===== src/hw/rtl/hamming_single_error_decoder_top_defines.svh =====
// ----------------------------------------------------------------------------
// Hamming decoder assertion macros
// Concurrent assertion forms used by the decoder correction stage.
// ----------------------------------------------------------------------------
`ifndef HAMMING_SINGLE_ERROR_DECODER_TOP_DEFINES_SVH
`define HAMMING_SINGLE_ERROR_DECODER_TOP_DEFINES_SVH

// Same-cycle implication, sampled at the rising clock edge.
`define HSED_ASSERT_IMPLIES(label, clk, rst, ante, cons) \
   label: assert property (@(posedge clk) disable iff (rst) (ante) |-> (cons)) \
      else $error("hsed: same-cycle check failed");

// Next-cycle implication, sampled at the rising clock edge.
`define HSED_ASSERT_NEXT(label, clk, rst, ante, cons) \
   label: assert property (@(posedge clk) disable iff (rst) (ante) |=> (cons)) \
      else $error("hsed: next-cycle check failed");

`endif


===== src/hw/rtl/hsed_pkg.sv =====
`timescale 1ns / 1ps
`default_nettype none
// ----------------------------------------------------------------------------
// Hamming decoder package
// Field widths, register codes and constant position tables.
// ----------------------------------------------------------------------------
package hsed_pkg;

   localparam int WORD_BITS  = 64;
   localparam int LEN_BITS   = 7;
   localparam int SYN_BITS   = 7;
   localparam int DATA_BITS  = 57;
   localparam int COUNT_BITS = 6;
   localparam int MIN_LEN    = 3;

   typedef enum logic {
      REG_CODE_LENGTH = 1'b0,
      REG_ODD_PARITY  = 1'b1
   } reg_index_type;

   // Effective configuration carried along with each request.
   typedef struct packed {
      logic [LEN_BITS-1:0] length;
      logic                odd;
   } cfg_type;

   // Bits of the word covered by check bit b (position k held in bit k-1).
   function automatic logic [WORD_BITS-1:0] cover_mask(input int b);
      logic [WORD_BITS-1:0] m;
      m = '0;
      for (int k = 1; k <= WORD_BITS; k++) begin
         if (((k >> b) & 1) != 0) m[k-1] = 1'b1;
      end
      return m;
   endfunction

   // Word bit that holds data bit j (j-th non-power-of-two position).
   function automatic logic [5:0] data_pos(input int j);
      logic [5:0] pos;
      int         cnt;
      pos = '0;
      cnt = 0;
      for (int k = 1; k <= WORD_BITS; k++) begin
         if ((k & (k - 1)) != 0) begin
            if (cnt == j) pos = 6'(k - 1);
            cnt++;
         end
      end
      return pos;
   endfunction

endpackage
`default_nettype wire


===== src/hw/rtl/hsed_ifs.sv =====
`timescale 1ns / 1ps
`default_nettype none
// ----------------------------------------------------------------------------
// Hamming decoder channels
// Valid/ready request and response channels with their payloads.
// ----------------------------------------------------------------------------
interface hsed_req_if;
   logic                            valid;
   logic                            ready;
   logic [hsed_pkg::WORD_BITS-1:0]  codeword;

   modport source (output valid, output codeword, input ready);
   modport sink   (input valid, input codeword, output ready);
endinterface

interface hsed_rsp_if;
   logic                             valid;
   logic                             ready;
   logic [hsed_pkg::SYN_BITS-1:0]    syndrome;
   logic                             error_found;
   logic                             position_invalid;
   logic [hsed_pkg::WORD_BITS-1:0]   corrected_word;
   logic [hsed_pkg::DATA_BITS-1:0]   data_word;
   logic [hsed_pkg::COUNT_BITS-1:0]  data_count;

   modport source (output valid, output syndrome, output error_found,
                   output position_invalid, output corrected_word,
                   output data_word, output data_count, input ready);
   modport sink   (input valid, input syndrome, input error_found,
                   input position_invalid, input corrected_word,
                   input data_word, input data_count, output ready);
endinterface
`default_nettype wire


===== src/hw/rtl/hamming_single_error_decoder_top.sv =====
`timescale 1ns / 1ps
`default_nettype none
// ----------------------------------------------------------------------------
// Hamming single-error-correcting decoder
// Three-stage pipelined syndrome decoder with an APB-style register port.
// ----------------------------------------------------------------------------
// Each request carries one codeword (position k in bit k-1). The block masks
// it to the configured length, forms the parity checks, flips the bit the
// syndrome points at and returns syndrome, flags, corrected word and packed
// data bits. Three register stages (mask, syndrome, correction) lie between
// the request and the response. One request is accepted every cycle unless
// a response that is not taken has backed the stages up; each stage whose
// register is empty keeps taking requests while a later one holds a response
// that is not yet taken, so bubbles fill up. A syndrome
// beyond the length raises position_invalid together with error_found and
// leaves the word untouched. code_length saturates into the range 3 to
// MAX_CODE_BITS. Registers: code_length at byte 0, odd_parity at byte 4;
// write them only while no request is in flight. There is no clearing pass
// after reset.
module hamming_single_error_decoder_top #(
   parameter int MAX_CODE_BITS = 64
) (
   input  wire logic        clock,
   input  wire logic        reset,
   hsed_req_if.sink         req,
   hsed_rsp_if.source       rsp,
   input  wire logic        csr_psel,
   input  wire logic        csr_penable,
   input  wire logic        csr_pwrite,
   input  wire logic [2:0]  csr_paddr,
   input  wire logic [31:0] csr_pwdata,
   output      logic [31:0] csr_prdata,
   output      logic        csr_pready
);

   localparam int W = MAX_CODE_BITS;

   // Configuration registers.
   logic [hsed_pkg::LEN_BITS-1:0] code_length_ff, code_length_in;
   logic                          odd_parity_ff, odd_parity_in;
   logic                          csr_write;
   hsed_pkg::reg_index_type       csr_index;
   hsed_pkg::cfg_type             cfg;

   // Inter-stage handshakes.
   logic                          s1_valid, s1_ready;
   hsed_pkg::cfg_type             s1_cfg;
   logic [W-1:0]                  s1_word;
   logic                          s2_valid, s2_ready;
   hsed_pkg::cfg_type             s2_cfg;
   logic [W-1:0]                  s2_word;
   logic [hsed_pkg::SYN_BITS-1:0] s2_syndrome;

   assign csr_pready = 1'b1;
   assign csr_write  = csr_psel && csr_penable && csr_pwrite && csr_pready;
   assign csr_index  = hsed_pkg::reg_index_type'(csr_paddr[2]);

   // Decode the write address and hold the other register.
   always_comb begin
      code_length_in = code_length_ff;
      odd_parity_in  = odd_parity_ff;
      if (csr_write) begin
         unique case (csr_index)
            hsed_pkg::REG_CODE_LENGTH: begin
               code_length_in = csr_pwdata[hsed_pkg::LEN_BITS-1:0];
            end
            hsed_pkg::REG_ODD_PARITY: begin
               odd_parity_in = csr_pwdata[0];
            end
            default: begin
            end
         endcase
      end
   end

   always_ff @(posedge clock) begin
      if (reset) begin
         code_length_ff <= hsed_pkg::LEN_BITS'(hsed_pkg::WORD_BITS);
         odd_parity_ff  <= 1'b0;
      end else begin
         code_length_ff <= code_length_in;
         odd_parity_ff  <= odd_parity_in;
      end
   end

   // Return the stored register values on reads.
   always_comb begin
      unique case (csr_index)
         hsed_pkg::REG_CODE_LENGTH: csr_prdata = 32'(code_length_ff);
         hsed_pkg::REG_ODD_PARITY:  csr_prdata = 32'(odd_parity_ff);
         default:                   csr_prdata = '0;
      endcase
   end

   // Saturate the length into the supported range.
   always_comb begin
      cfg.odd = odd_parity_ff;
      if (code_length_ff > hsed_pkg::LEN_BITS'(W)) begin
         cfg.length = hsed_pkg::LEN_BITS'(W);
      end else if (code_length_ff < hsed_pkg::LEN_BITS'(hsed_pkg::MIN_LEN)) begin
         cfg.length = hsed_pkg::LEN_BITS'(hsed_pkg::MIN_LEN);
      end else begin
         cfg.length = code_length_ff;
      end
   end

   // Stage one: drop bits beyond the length.
   hsed_mask #(.W(W)) u_mask (
      .clock       (clock),
      .reset       (reset),
      .in_valid    (req.valid),
      .in_ready    (req.ready),
      .in_cfg      (cfg),
      .in_codeword (req.codeword),
      .out_valid   (s1_valid),
      .out_ready   (s1_ready),
      .out_cfg     (s1_cfg),
      .out_word    (s1_word)
   );

   // Stage two: parity checks into the syndrome.
   hsed_syndrome #(.W(W)) u_syndrome (
      .clock        (clock),
      .reset        (reset),
      .in_valid     (s1_valid),
      .in_ready     (s1_ready),
      .in_cfg       (s1_cfg),
      .in_word      (s1_word),
      .out_valid    (s2_valid),
      .out_ready    (s2_ready),
      .out_cfg      (s2_cfg),
      .out_word     (s2_word),
      .out_syndrome (s2_syndrome)
   );

   // Stage three: correction, data extraction and the response register.
   hsed_correct #(.W(W)) u_correct (
      .clock                (clock),
      .reset                (reset),
      .in_valid             (s2_valid),
      .in_ready             (s2_ready),
      .in_cfg               (s2_cfg),
      .in_word              (s2_word),
      .in_syndrome          (s2_syndrome),
      .out_valid            (rsp.valid),
      .out_ready            (rsp.ready),
      .out_syndrome         (rsp.syndrome),
      .out_error_found      (rsp.error_found),
      .out_position_invalid (rsp.position_invalid),
      .out_corrected_word   (rsp.corrected_word),
      .out_data_word        (rsp.data_word),
      .out_data_count       (rsp.data_count)
   );

endmodule
`default_nettype wire


===== src/hw/rtl/hsed_mask.sv =====
`timescale 1ns / 1ps
`default_nettype none
// ----------------------------------------------------------------------------
// Hamming decoder mask stage
// Clear codeword bits beyond the code length and register the request.
// ----------------------------------------------------------------------------
module hsed_mask #(
   parameter int W = 64
) (
   input  wire logic                           clock,
   input  wire logic                           reset,
   input  wire logic                           in_valid,
   output      logic                           in_ready,
   input  wire hsed_pkg::cfg_type              in_cfg,
   input  wire logic [hsed_pkg::WORD_BITS-1:0] in_codeword,
   output      logic                           out_valid,
   input  wire logic                           out_ready,
   output      hsed_pkg::cfg_type              out_cfg,
   output      logic [W-1:0]                   out_word
);

   logic              valid_ff, valid_in;
   hsed_pkg::cfg_type cfg_ff;
   logic [W-1:0]      word_ff, word_in;

   assign in_ready = !valid_ff || out_ready;
   assign valid_in = in_ready ? in_valid : valid_ff;

   always_comb begin
      for (int k = 0; k < W; k++) begin
         word_in[k] = in_codeword[k] &
                      (hsed_pkg::LEN_BITS'(k + 1) <= in_cfg.length);
      end
   end

   always_ff @(posedge clock) begin
      if (reset) begin
         valid_ff <= 1'b0;
      end else begin
         valid_ff <= valid_in;
      end
   end

   always_ff @(posedge clock) begin
      if (in_valid && in_ready) begin
         cfg_ff  <= in_cfg;
         word_ff <= word_in;
      end
   end

   assign out_valid = valid_ff;
   assign out_cfg   = cfg_ff;
   assign out_word  = word_ff;

endmodule
`default_nettype wire


===== src/hw/rtl/hsed_syndrome.sv =====
`timescale 1ns / 1ps
`default_nettype none
// ----------------------------------------------------------------------------
// Hamming decoder syndrome stage
// Form the parity checks of the masked word and register the syndrome.
// ----------------------------------------------------------------------------
module hsed_syndrome #(
   parameter int W = 64
) (
   input  wire logic                          clock,
   input  wire logic                          reset,
   input  wire logic                          in_valid,
   output      logic                          in_ready,
   input  wire hsed_pkg::cfg_type             in_cfg,
   input  wire logic [W-1:0]                  in_word,
   output      logic                          out_valid,
   input  wire logic                          out_ready,
   output      hsed_pkg::cfg_type             out_cfg,
   output      logic [W-1:0]                  out_word,
   output      logic [hsed_pkg::SYN_BITS-1:0] out_syndrome
);

   logic                          valid_ff, valid_in;
   hsed_pkg::cfg_type             cfg_ff;
   logic [W-1:0]                  word_ff;
   logic [hsed_pkg::SYN_BITS-1:0] syn_ff, syn_in;

   assign in_ready = !valid_ff || out_ready;
   assign valid_in = in_ready ? in_valid : valid_ff;

   // Only checks whose position lies inside the code length take part.
   always_comb begin
      logic [hsed_pkg::WORD_BITS-1:0] cov;
      syn_in = '0;
      for (int b = 0; b < hsed_pkg::SYN_BITS; b++) begin
         cov = hsed_pkg::cover_mask(b);
         if ((8'd1 << b) <= {1'b0, in_cfg.length}) begin
            syn_in[b] = in_cfg.odd ^ (^(in_word & cov[W-1:0]));
         end
      end
   end

   always_ff @(posedge clock) begin
      if (reset) begin
         valid_ff <= 1'b0;
      end else begin
         valid_ff <= valid_in;
      end
   end

   always_ff @(posedge clock) begin
      if (in_valid && in_ready) begin
         cfg_ff  <= in_cfg;
         word_ff <= in_word;
         syn_ff  <= syn_in;
      end
   end

   assign out_valid    = valid_ff;
   assign out_cfg      = cfg_ff;
   assign out_word     = word_ff;
   assign out_syndrome = syn_ff;

endmodule
`default_nettype wire


===== src/hw/rtl/hsed_correct.sv =====
`timescale 1ns / 1ps
`default_nettype none
// ----------------------------------------------------------------------------
// Hamming decoder correction stage
// Flip the flagged bit, extract the data bits and hold the response.
// ----------------------------------------------------------------------------
`include "hamming_single_error_decoder_top_defines.svh"

module hsed_correct #(
   parameter int W = 64
) (
   input  wire logic                            clock,
   input  wire logic                            reset,
   input  wire logic                            in_valid,
   output      logic                            in_ready,
   input  wire hsed_pkg::cfg_type               in_cfg,
   input  wire logic [W-1:0]                    in_word,
   input  wire logic [hsed_pkg::SYN_BITS-1:0]   in_syndrome,
   output      logic                            out_valid,
   input  wire logic                            out_ready,
   output      logic [hsed_pkg::SYN_BITS-1:0]   out_syndrome,
   output      logic                            out_error_found,
   output      logic                            out_position_invalid,
   output      logic [hsed_pkg::WORD_BITS-1:0]  out_corrected_word,
   output      logic [hsed_pkg::DATA_BITS-1:0]  out_data_word,
   output      logic [hsed_pkg::COUNT_BITS-1:0] out_data_count
);

   logic                            valid_ff, valid_in;
   logic [hsed_pkg::LEN_BITS-1:0]   len_ff;
   logic [hsed_pkg::SYN_BITS-1:0]   syn_ff;
   logic                            err_ff, err_in;
   logic                            inv_ff, inv_in;
   logic [W-1:0]                    word_ff, word_in;
   logic [hsed_pkg::DATA_BITS-1:0]  data_ff, data_in;
   logic [hsed_pkg::COUNT_BITS-1:0] count_ff, count_in;

   assign in_ready = !valid_ff || out_ready;
   assign valid_in = in_ready ? in_valid : valid_ff;

   assign err_in = (in_syndrome != '0);
   assign inv_in = err_in && ({1'b0, in_syndrome} > {1'b0, in_cfg.length});

   always_comb begin
      logic [hsed_pkg::WORD_BITS-1:0] wide;
      logic [2:0]                     pow_cnt;
      for (int k = 0; k < W; k++) begin
         word_in[k] = in_word[k] ^
                      (err_in && !inv_in &&
                       (in_syndrome == hsed_pkg::SYN_BITS'(k + 1)));
      end
      // Data positions are fixed; bits beyond the length are already zero.
      wide = hsed_pkg::WORD_BITS'(word_in);
      for (int j = 0; j < hsed_pkg::DATA_BITS; j++) begin
         data_in[j] = wide[hsed_pkg::data_pos(j)];
      end
      pow_cnt = '0;
      for (int b = 0; b < hsed_pkg::LEN_BITS; b++) begin
         if ((8'd1 << b) <= {1'b0, in_cfg.length}) pow_cnt = pow_cnt + 3'd1;
      end
      count_in = hsed_pkg::COUNT_BITS'(in_cfg.length - hsed_pkg::LEN_BITS'(pow_cnt));
   end

   always_ff @(posedge clock) begin
      if (reset) begin
         valid_ff <= 1'b0;
      end else begin
         valid_ff <= valid_in;
      end
   end

   always_ff @(posedge clock) begin
      if (in_valid && in_ready) begin
         len_ff   <= in_cfg.length;
         syn_ff   <= in_syndrome;
         err_ff   <= err_in;
         inv_ff   <= inv_in;
         word_ff  <= word_in;
         data_ff  <= data_in;
         count_ff <= count_in;
      end
   end

   assign out_valid            = valid_ff;
   assign out_syndrome         = syn_ff;
   assign out_error_found      = err_ff;
   assign out_position_invalid = inv_ff;
   assign out_corrected_word   = hsed_pkg::WORD_BITS'(word_ff);
   assign out_data_word        = data_ff;
   assign out_data_count       = count_ff;

   `HSED_ASSERT_IMPLIES(a_inv_has_err, clock, reset, valid_ff && inv_ff, err_ff)
   `HSED_ASSERT_IMPLIES(a_clean_zero_syn, clock, reset, valid_ff && !err_ff,
                        syn_ff == '0 && !inv_ff)
   `HSED_ASSERT_IMPLIES(a_valid_in_len, clock, reset, valid_ff && !inv_ff,
                        {1'b0, syn_ff} <= {1'b0, len_ff})
   `HSED_ASSERT_IMPLIES(a_upper_zero, clock, reset, valid_ff,
                        (hsed_pkg::WORD_BITS'(word_ff) >> len_ff) == '0)
   `HSED_ASSERT_NEXT(a_load_shows, clock, reset, in_valid && in_ready, valid_ff)

endmodule
`default_nettype wire


===== src/flat_wrapper.sv =====
// flat-port wrapper written by rule: the top's interface ports become plain ports
module hamming_single_error_decoder_top_flat 
#(
   parameter int MAX_CODE_BITS = 64
)
  (clock, reset, csr_psel, csr_penable, csr_pwrite, csr_paddr, csr_pwdata, csr_prdata, csr_pready, req_valid, req_codeword, req_ready, rsp_valid, rsp_syndrome, rsp_error_found, rsp_position_invalid, rsp_corrected_word, rsp_data_word, rsp_data_count, rsp_ready);
  hsed_req_if req_i ();
  hsed_rsp_if rsp_i ();
  input  wire logic clock;
  input  wire logic reset;
  input  wire logic csr_psel;
  input  wire logic csr_penable;
  input  wire logic csr_pwrite;
  input  wire logic [2:0] csr_paddr;
  input  wire logic [31:0] csr_pwdata;
  output      logic [31:0] csr_prdata;
  output      logic csr_pready;
  input wire logic [$bits(req_i.valid)-1:0] req_valid;
  input wire logic [$bits(req_i.codeword)-1:0] req_codeword;
  output wire logic [$bits(req_i.ready)-1:0] req_ready;
  output wire logic [$bits(rsp_i.valid)-1:0] rsp_valid;
  output wire logic [$bits(rsp_i.syndrome)-1:0] rsp_syndrome;
  output wire logic [$bits(rsp_i.error_found)-1:0] rsp_error_found;
  output wire logic [$bits(rsp_i.position_invalid)-1:0] rsp_position_invalid;
  output wire logic [$bits(rsp_i.corrected_word)-1:0] rsp_corrected_word;
  output wire logic [$bits(rsp_i.data_word)-1:0] rsp_data_word;
  output wire logic [$bits(rsp_i.data_count)-1:0] rsp_data_count;
  input wire logic [$bits(rsp_i.ready)-1:0] rsp_ready;
  assign req_i.valid = req_valid;
  assign req_i.codeword = req_codeword;
  assign req_ready = req_i.ready;
  assign rsp_valid = rsp_i.valid;
  assign rsp_syndrome = rsp_i.syndrome;
  assign rsp_error_found = rsp_i.error_found;
  assign rsp_position_invalid = rsp_i.position_invalid;
  assign rsp_corrected_word = rsp_i.corrected_word;
  assign rsp_data_word = rsp_i.data_word;
  assign rsp_data_count = rsp_i.data_count;
  assign rsp_i.ready = rsp_ready;
  hamming_single_error_decoder_top #(.MAX_CODE_BITS(MAX_CODE_BITS)) u_core (.clock(clock), .reset(reset), .req(req_i), .rsp(rsp_i), .csr_psel(csr_psel), .csr_penable(csr_penable), .csr_pwrite(csr_pwrite), .csr_paddr(csr_paddr), .csr_pwdata(csr_pwdata), .csr_prdata(csr_prdata), .csr_pready(csr_pready));
endmodule

===== config.mk =====
export PLATFORM = sky130hd
export DESIGN_NAME = hamming_single_error_decoder_top_flat
export DESIGN_NICKNAME = d
export VERILOG_FILES = /design/src/hw/rtl/hsed_pkg.sv /design/src/hw/rtl/hsed_ifs.sv /design/src/hw/rtl/hamming_single_error_decoder_top.sv /design/src/hw/rtl/hsed_mask.sv /design/src/hw/rtl/hsed_syndrome.sv /design/src/hw/rtl/hsed_correct.sv /design/src/flat_wrapper.sv
export VERILOG_INCLUDE_DIRS = /design/src /design/src/hw/rtl
export SDC_FILE = /design/constraint.sdc
export NUM_CORES = 1
export LEC_CHECK = 0
export ABC_AREA = 1
export CORE_UTILIZATION = 60
export DETAILED_ROUTE_END_ITERATION = 12
export DONT_BUFFER_PORTS = 1
export MAX_ROUTING_LAYER = met4
export PLACE_DENSITY = 0.74
export SLEW_MARGIN = 25
export SYNTH_ARGS = -nofsm -noshare
export SYNTH_HDL_FRONTEND = slang
export SYNTH_SLANG_ARGS = --single-unit

===== constraint.sdc =====
create_clock -name clock -period 12.9 [get_ports clock]
set_input_delay 2.58 -clock clock [delete_from_list [all_inputs] [get_ports clock]]
set_output_delay 2.58 -clock clock [all_outputs]
set_load 0.01 [all_outputs]

==> key figures <==
Synthesis
  – Post-synthesis mux area share: 0%
  – Top FF cell, synth: edfxtp_1
  – Synth Area in XOR/XNOR: 9.45%
  – Synth cell count leaders: nand2_1 (297), edfxtp_1 (229), inv_1 (141), nand3_1 (127), nor2_1 (124)
  – Synth top area share: 52.6%
  – Synth Area in Simple Gates: 19.3%
  – Yosys warning total: 0
  – Main combinational cell family by area after synthesis: simple AND/OR/NAND/NOR gates
  – Asr flop ratio synth: 0%
  – EDFF count, synth: 229
  – Syn_area_per_cell: 9.77 um^2
  – Gate count after technology mapping: 1337
  – #FFs+latches synth: 240
  – Mapped Area: 0.0131 mm^2
  – Cell taking the most area after synthesis: edfxtp_1
  – Register area share after synthesis: 54.3%
  – Count leader, synth: nand2_1
  – Largest cells by area after synthesis: edfxtp_1 (53%), nand2_1 (8.5%), xnor2_1 (7.0%)
  – Synth cell types: 43
  – Adder-cell share of the synthesized area: 1.69%
  – Share of the synthesized area in compound gates (AO/OA/AOI/OAI): 5.26%

Pwr
  – Peak VDD IR: 0.000116 V
  – Total power draw: 2.00 mW
  – P per Cell Area: 146 mW/mm^2
  – Leak pwr: 5.68 nW

Clock network
  – CTS Sinks: 240
  – Clk root buf: clkbuf_16
  – TritonCTS clock tree: yes
  – H-Tree Depth: 1
  – Bufs on Longest Clock Path: 3
  – Post-cts gate resize count: 0
  – TritonCTS Buffers: 26
  – CTS clk-pin slew, worst paths: 0.06 ns
  – Post-CTS Setup Inserts: 0
  – Cts hold-fix bufs: 0
  – Clock Latency Late Sink: 0.53 ns

Detailed routing
  – DR pass1 iterations: 5
  – Routed via count: 8702
  – Drt total wl: 28900 um
  – Post-route ant nets: 0
  – Initial DRC count: 561
  – Vias per inst: 5.51
  – DRC Markers: 0
  – Average wire per standard cell: 18.3 um

Critical path
  – Arrival @ worst endpoint: 3.01 ns
  – Worst EP required: 10.32 ns
  – Startpoint type of the worst setup path: input pin
  – Slowest cell delay on critical path: 0.14 ns
  – Critical Path, Cell by Cell: inv_1, nand2_1, nor2_1, nand2_1
  – Max FO, Critical Path: 3
  – Most common cell on crit path: nand2_1
  – Crit. End Element: primary output
  – Critical-path top delay cell: nand2_1
  – Crit-path leading delay family: simple AND/OR/NAND/NOR gates
  – Setup CP Type: in2out
  – Worst Path Buf+Inv: 1

Timing
  – RSZ-0062 raised after global routing: false
  – Worst slew pin tran: 1.01 ns
  – Clk_skew: 0.0114 ns
  – Fin Hold WS: 0.452 ns
  – Fmax: 179 MHz
  – Final setup margin: 7.31 ns
  – Final setup viols: 0
  – Final Cycle Share: 43.3%
  – Fin. max-slew vios: 0
  – Final hold vios: 0
  – Tmin final: 5.59 ns
  – Setup TNS Final: 0 ns
  – Slew Limit Headroom: 32.9%

Floorplanning
  – Initial Util: 61.8%
  – Ports: 277
  – Chip height: 150 um
  – Row cnt: 53
  – Die Wd: 150 um
  – Die area: 0.0224 mm^2
  – Core area: 0.0212 mm^2

Cells and area
  – Share of cells above drive strength 1: 6.83%
  – Ant. Diodes: 0
  – Final nets: 1407
  – Syn-to-layout area delta: 5.18%
  – # fillers: 1592
  – Final core utilization: 65.0%
  – Fin area: 0.0137 mm^2
  – Post-Layout Cell Count: 1578

Global route
  – Congestion Overflow GR: 0
  – Vias in the first global route: 8029
  – Antenna violations before repair: 0
  – Largest net degree at the start of global routing: 79
  – Routing usage on met1: 36.6%
  – Met2 Track Usage GR: 40.7%
  – First-pass GRT wire length: 43200 um
  – Gr usage total: 26.7%
  – Gr busiest metal: met2
  – Met3 Track Usage GR: 4.15%

Placed design
  – Placed instance area: 0.0128 mm^2
  – Placer Congestion: 0.959
  – Detailed Place HPWL: 21700 um
  – Port bufs: 0
  – Placed cells: 1531
  – Pre-CTS WS: 7.30 ns

Outcome
  – Status: completed

Min path
  – Hold crit path type: reg2reg

Flow run
  – Max Cap Violations: 0
## cells by family (layout without fill, tap and decap cells)
kind of cell | Yosys count | count (layout)
flip-flops | 240 | 240
XOR/XNOR | 141 | 141
AO/OA/AOI/OAI | 93 | 93
AND/OR/NAND/NOR | 585 | 585
adder cells (fa/ha/maj) | 17 | 17
other | 2 | 26
buffers and inverters | 259 | 201
## final timing paths
path                                 from                            endpoint  slack (ns)  cells after the start
max                             rsp_ready                           req_ready        7.31                      4
min              u_core.u_mask.out_cfg[5]        u_core.u_syndrome.out_cfg[5]        0.45                      0
max reg2reg  u_core.u_syndrome.out_cfg[7]  u_core.u_correct.out_data_count[5]        7.49                     32
min reg2reg      u_core.u_mask.out_cfg[5]        u_core.u_syndrome.out_cfg[5]        0.45                      0
## per-layer routing
layer / part of all wire, % / wire (um)
met1: 44 / 12800
met2: 44 / 12800
met3: 8.3 / 2400
met4: 2.9 / 850
met5: 0 / 0
## state kept, by name, indices dropped and copies added (netlist names)
| register | cells |
|---|---|
| u_core.u_correct.out_data_count | 6 |
| u_core.u_correct.out_position_invalid | 1 |
| u_core.u_syndrome.out_valid | 1 |
| u_core.code_length_ff | 7 |
| u_core.u_correct.out_error_found | 1 |
| u_core.u_correct.out_syndrome | 7 |
| u_core.u_correct.out_data_word | 56 |
| u_core.u_mask.out_word | 64 |
| u_core.odd_parity_ff | 1 |
| u_core.u_correct.out_corrected_word | 8 |
| u_core.u_syndrome.out_syndrome | 7 |
| u_core.u_mask.out_valid | 1 |
| u_core.u_syndrome.out_cfg | 7 |
| u_core.u_mask.out_cfg | 8 |
| u_core.u_syndrome.out_word | 64 |
| u_core.u_correct.out_valid | 1 |
## layout by cell type (no fill, tap or decap), types with 2 or more instances in the layout
cell type / n
a21boi_0: 3
a21boi_1: 2
a21oi_1: 23
buf_4: 5
bufinv_16: 6
clkbuf_1: 3
clkbuf_16: 26
clkinv_1: 3
clkinv_2: 8
conb_1: 26
dfxtp_1: 11
edfxtp_1: 229
ha_1: 16
inv_1: 139
inv_2: 8
nand2_1: 296
nand2_2: 12
nand2_4: 4
nand2b_1: 2
nand3_1: 127
nand3b_1: 3
nor2_1: 124
nor2_4: 4
nor3b_1: 3
o211a_1: 34
o211ai_1: 5
o21ai_0: 16
o21ai_1: 3
or2_2: 5
xnor2_1: 105
xor2_1: 36
## power breakdown
part	switching (mW)	total, mW	leakage, nW	internal [mW]
combinational	0.172	0.263	2.98	0.0908
sequential	0.0478	0.953	2.26	0.905
clock	0.299	0.787	0.448	0.489
## layout make-up
class                   count  area, um^2  area share, %
clock inverters            18         250           1.82
multi-input cells         862        4790           34.9
repair buffers              5        37.5          0.273
inverters                 149         563           4.10
well taps                 275         344           2.50
clock buffers              29         662           4.82
flip-flops and latches    240        7100           51.6
(Power assumes the default switching activity.)
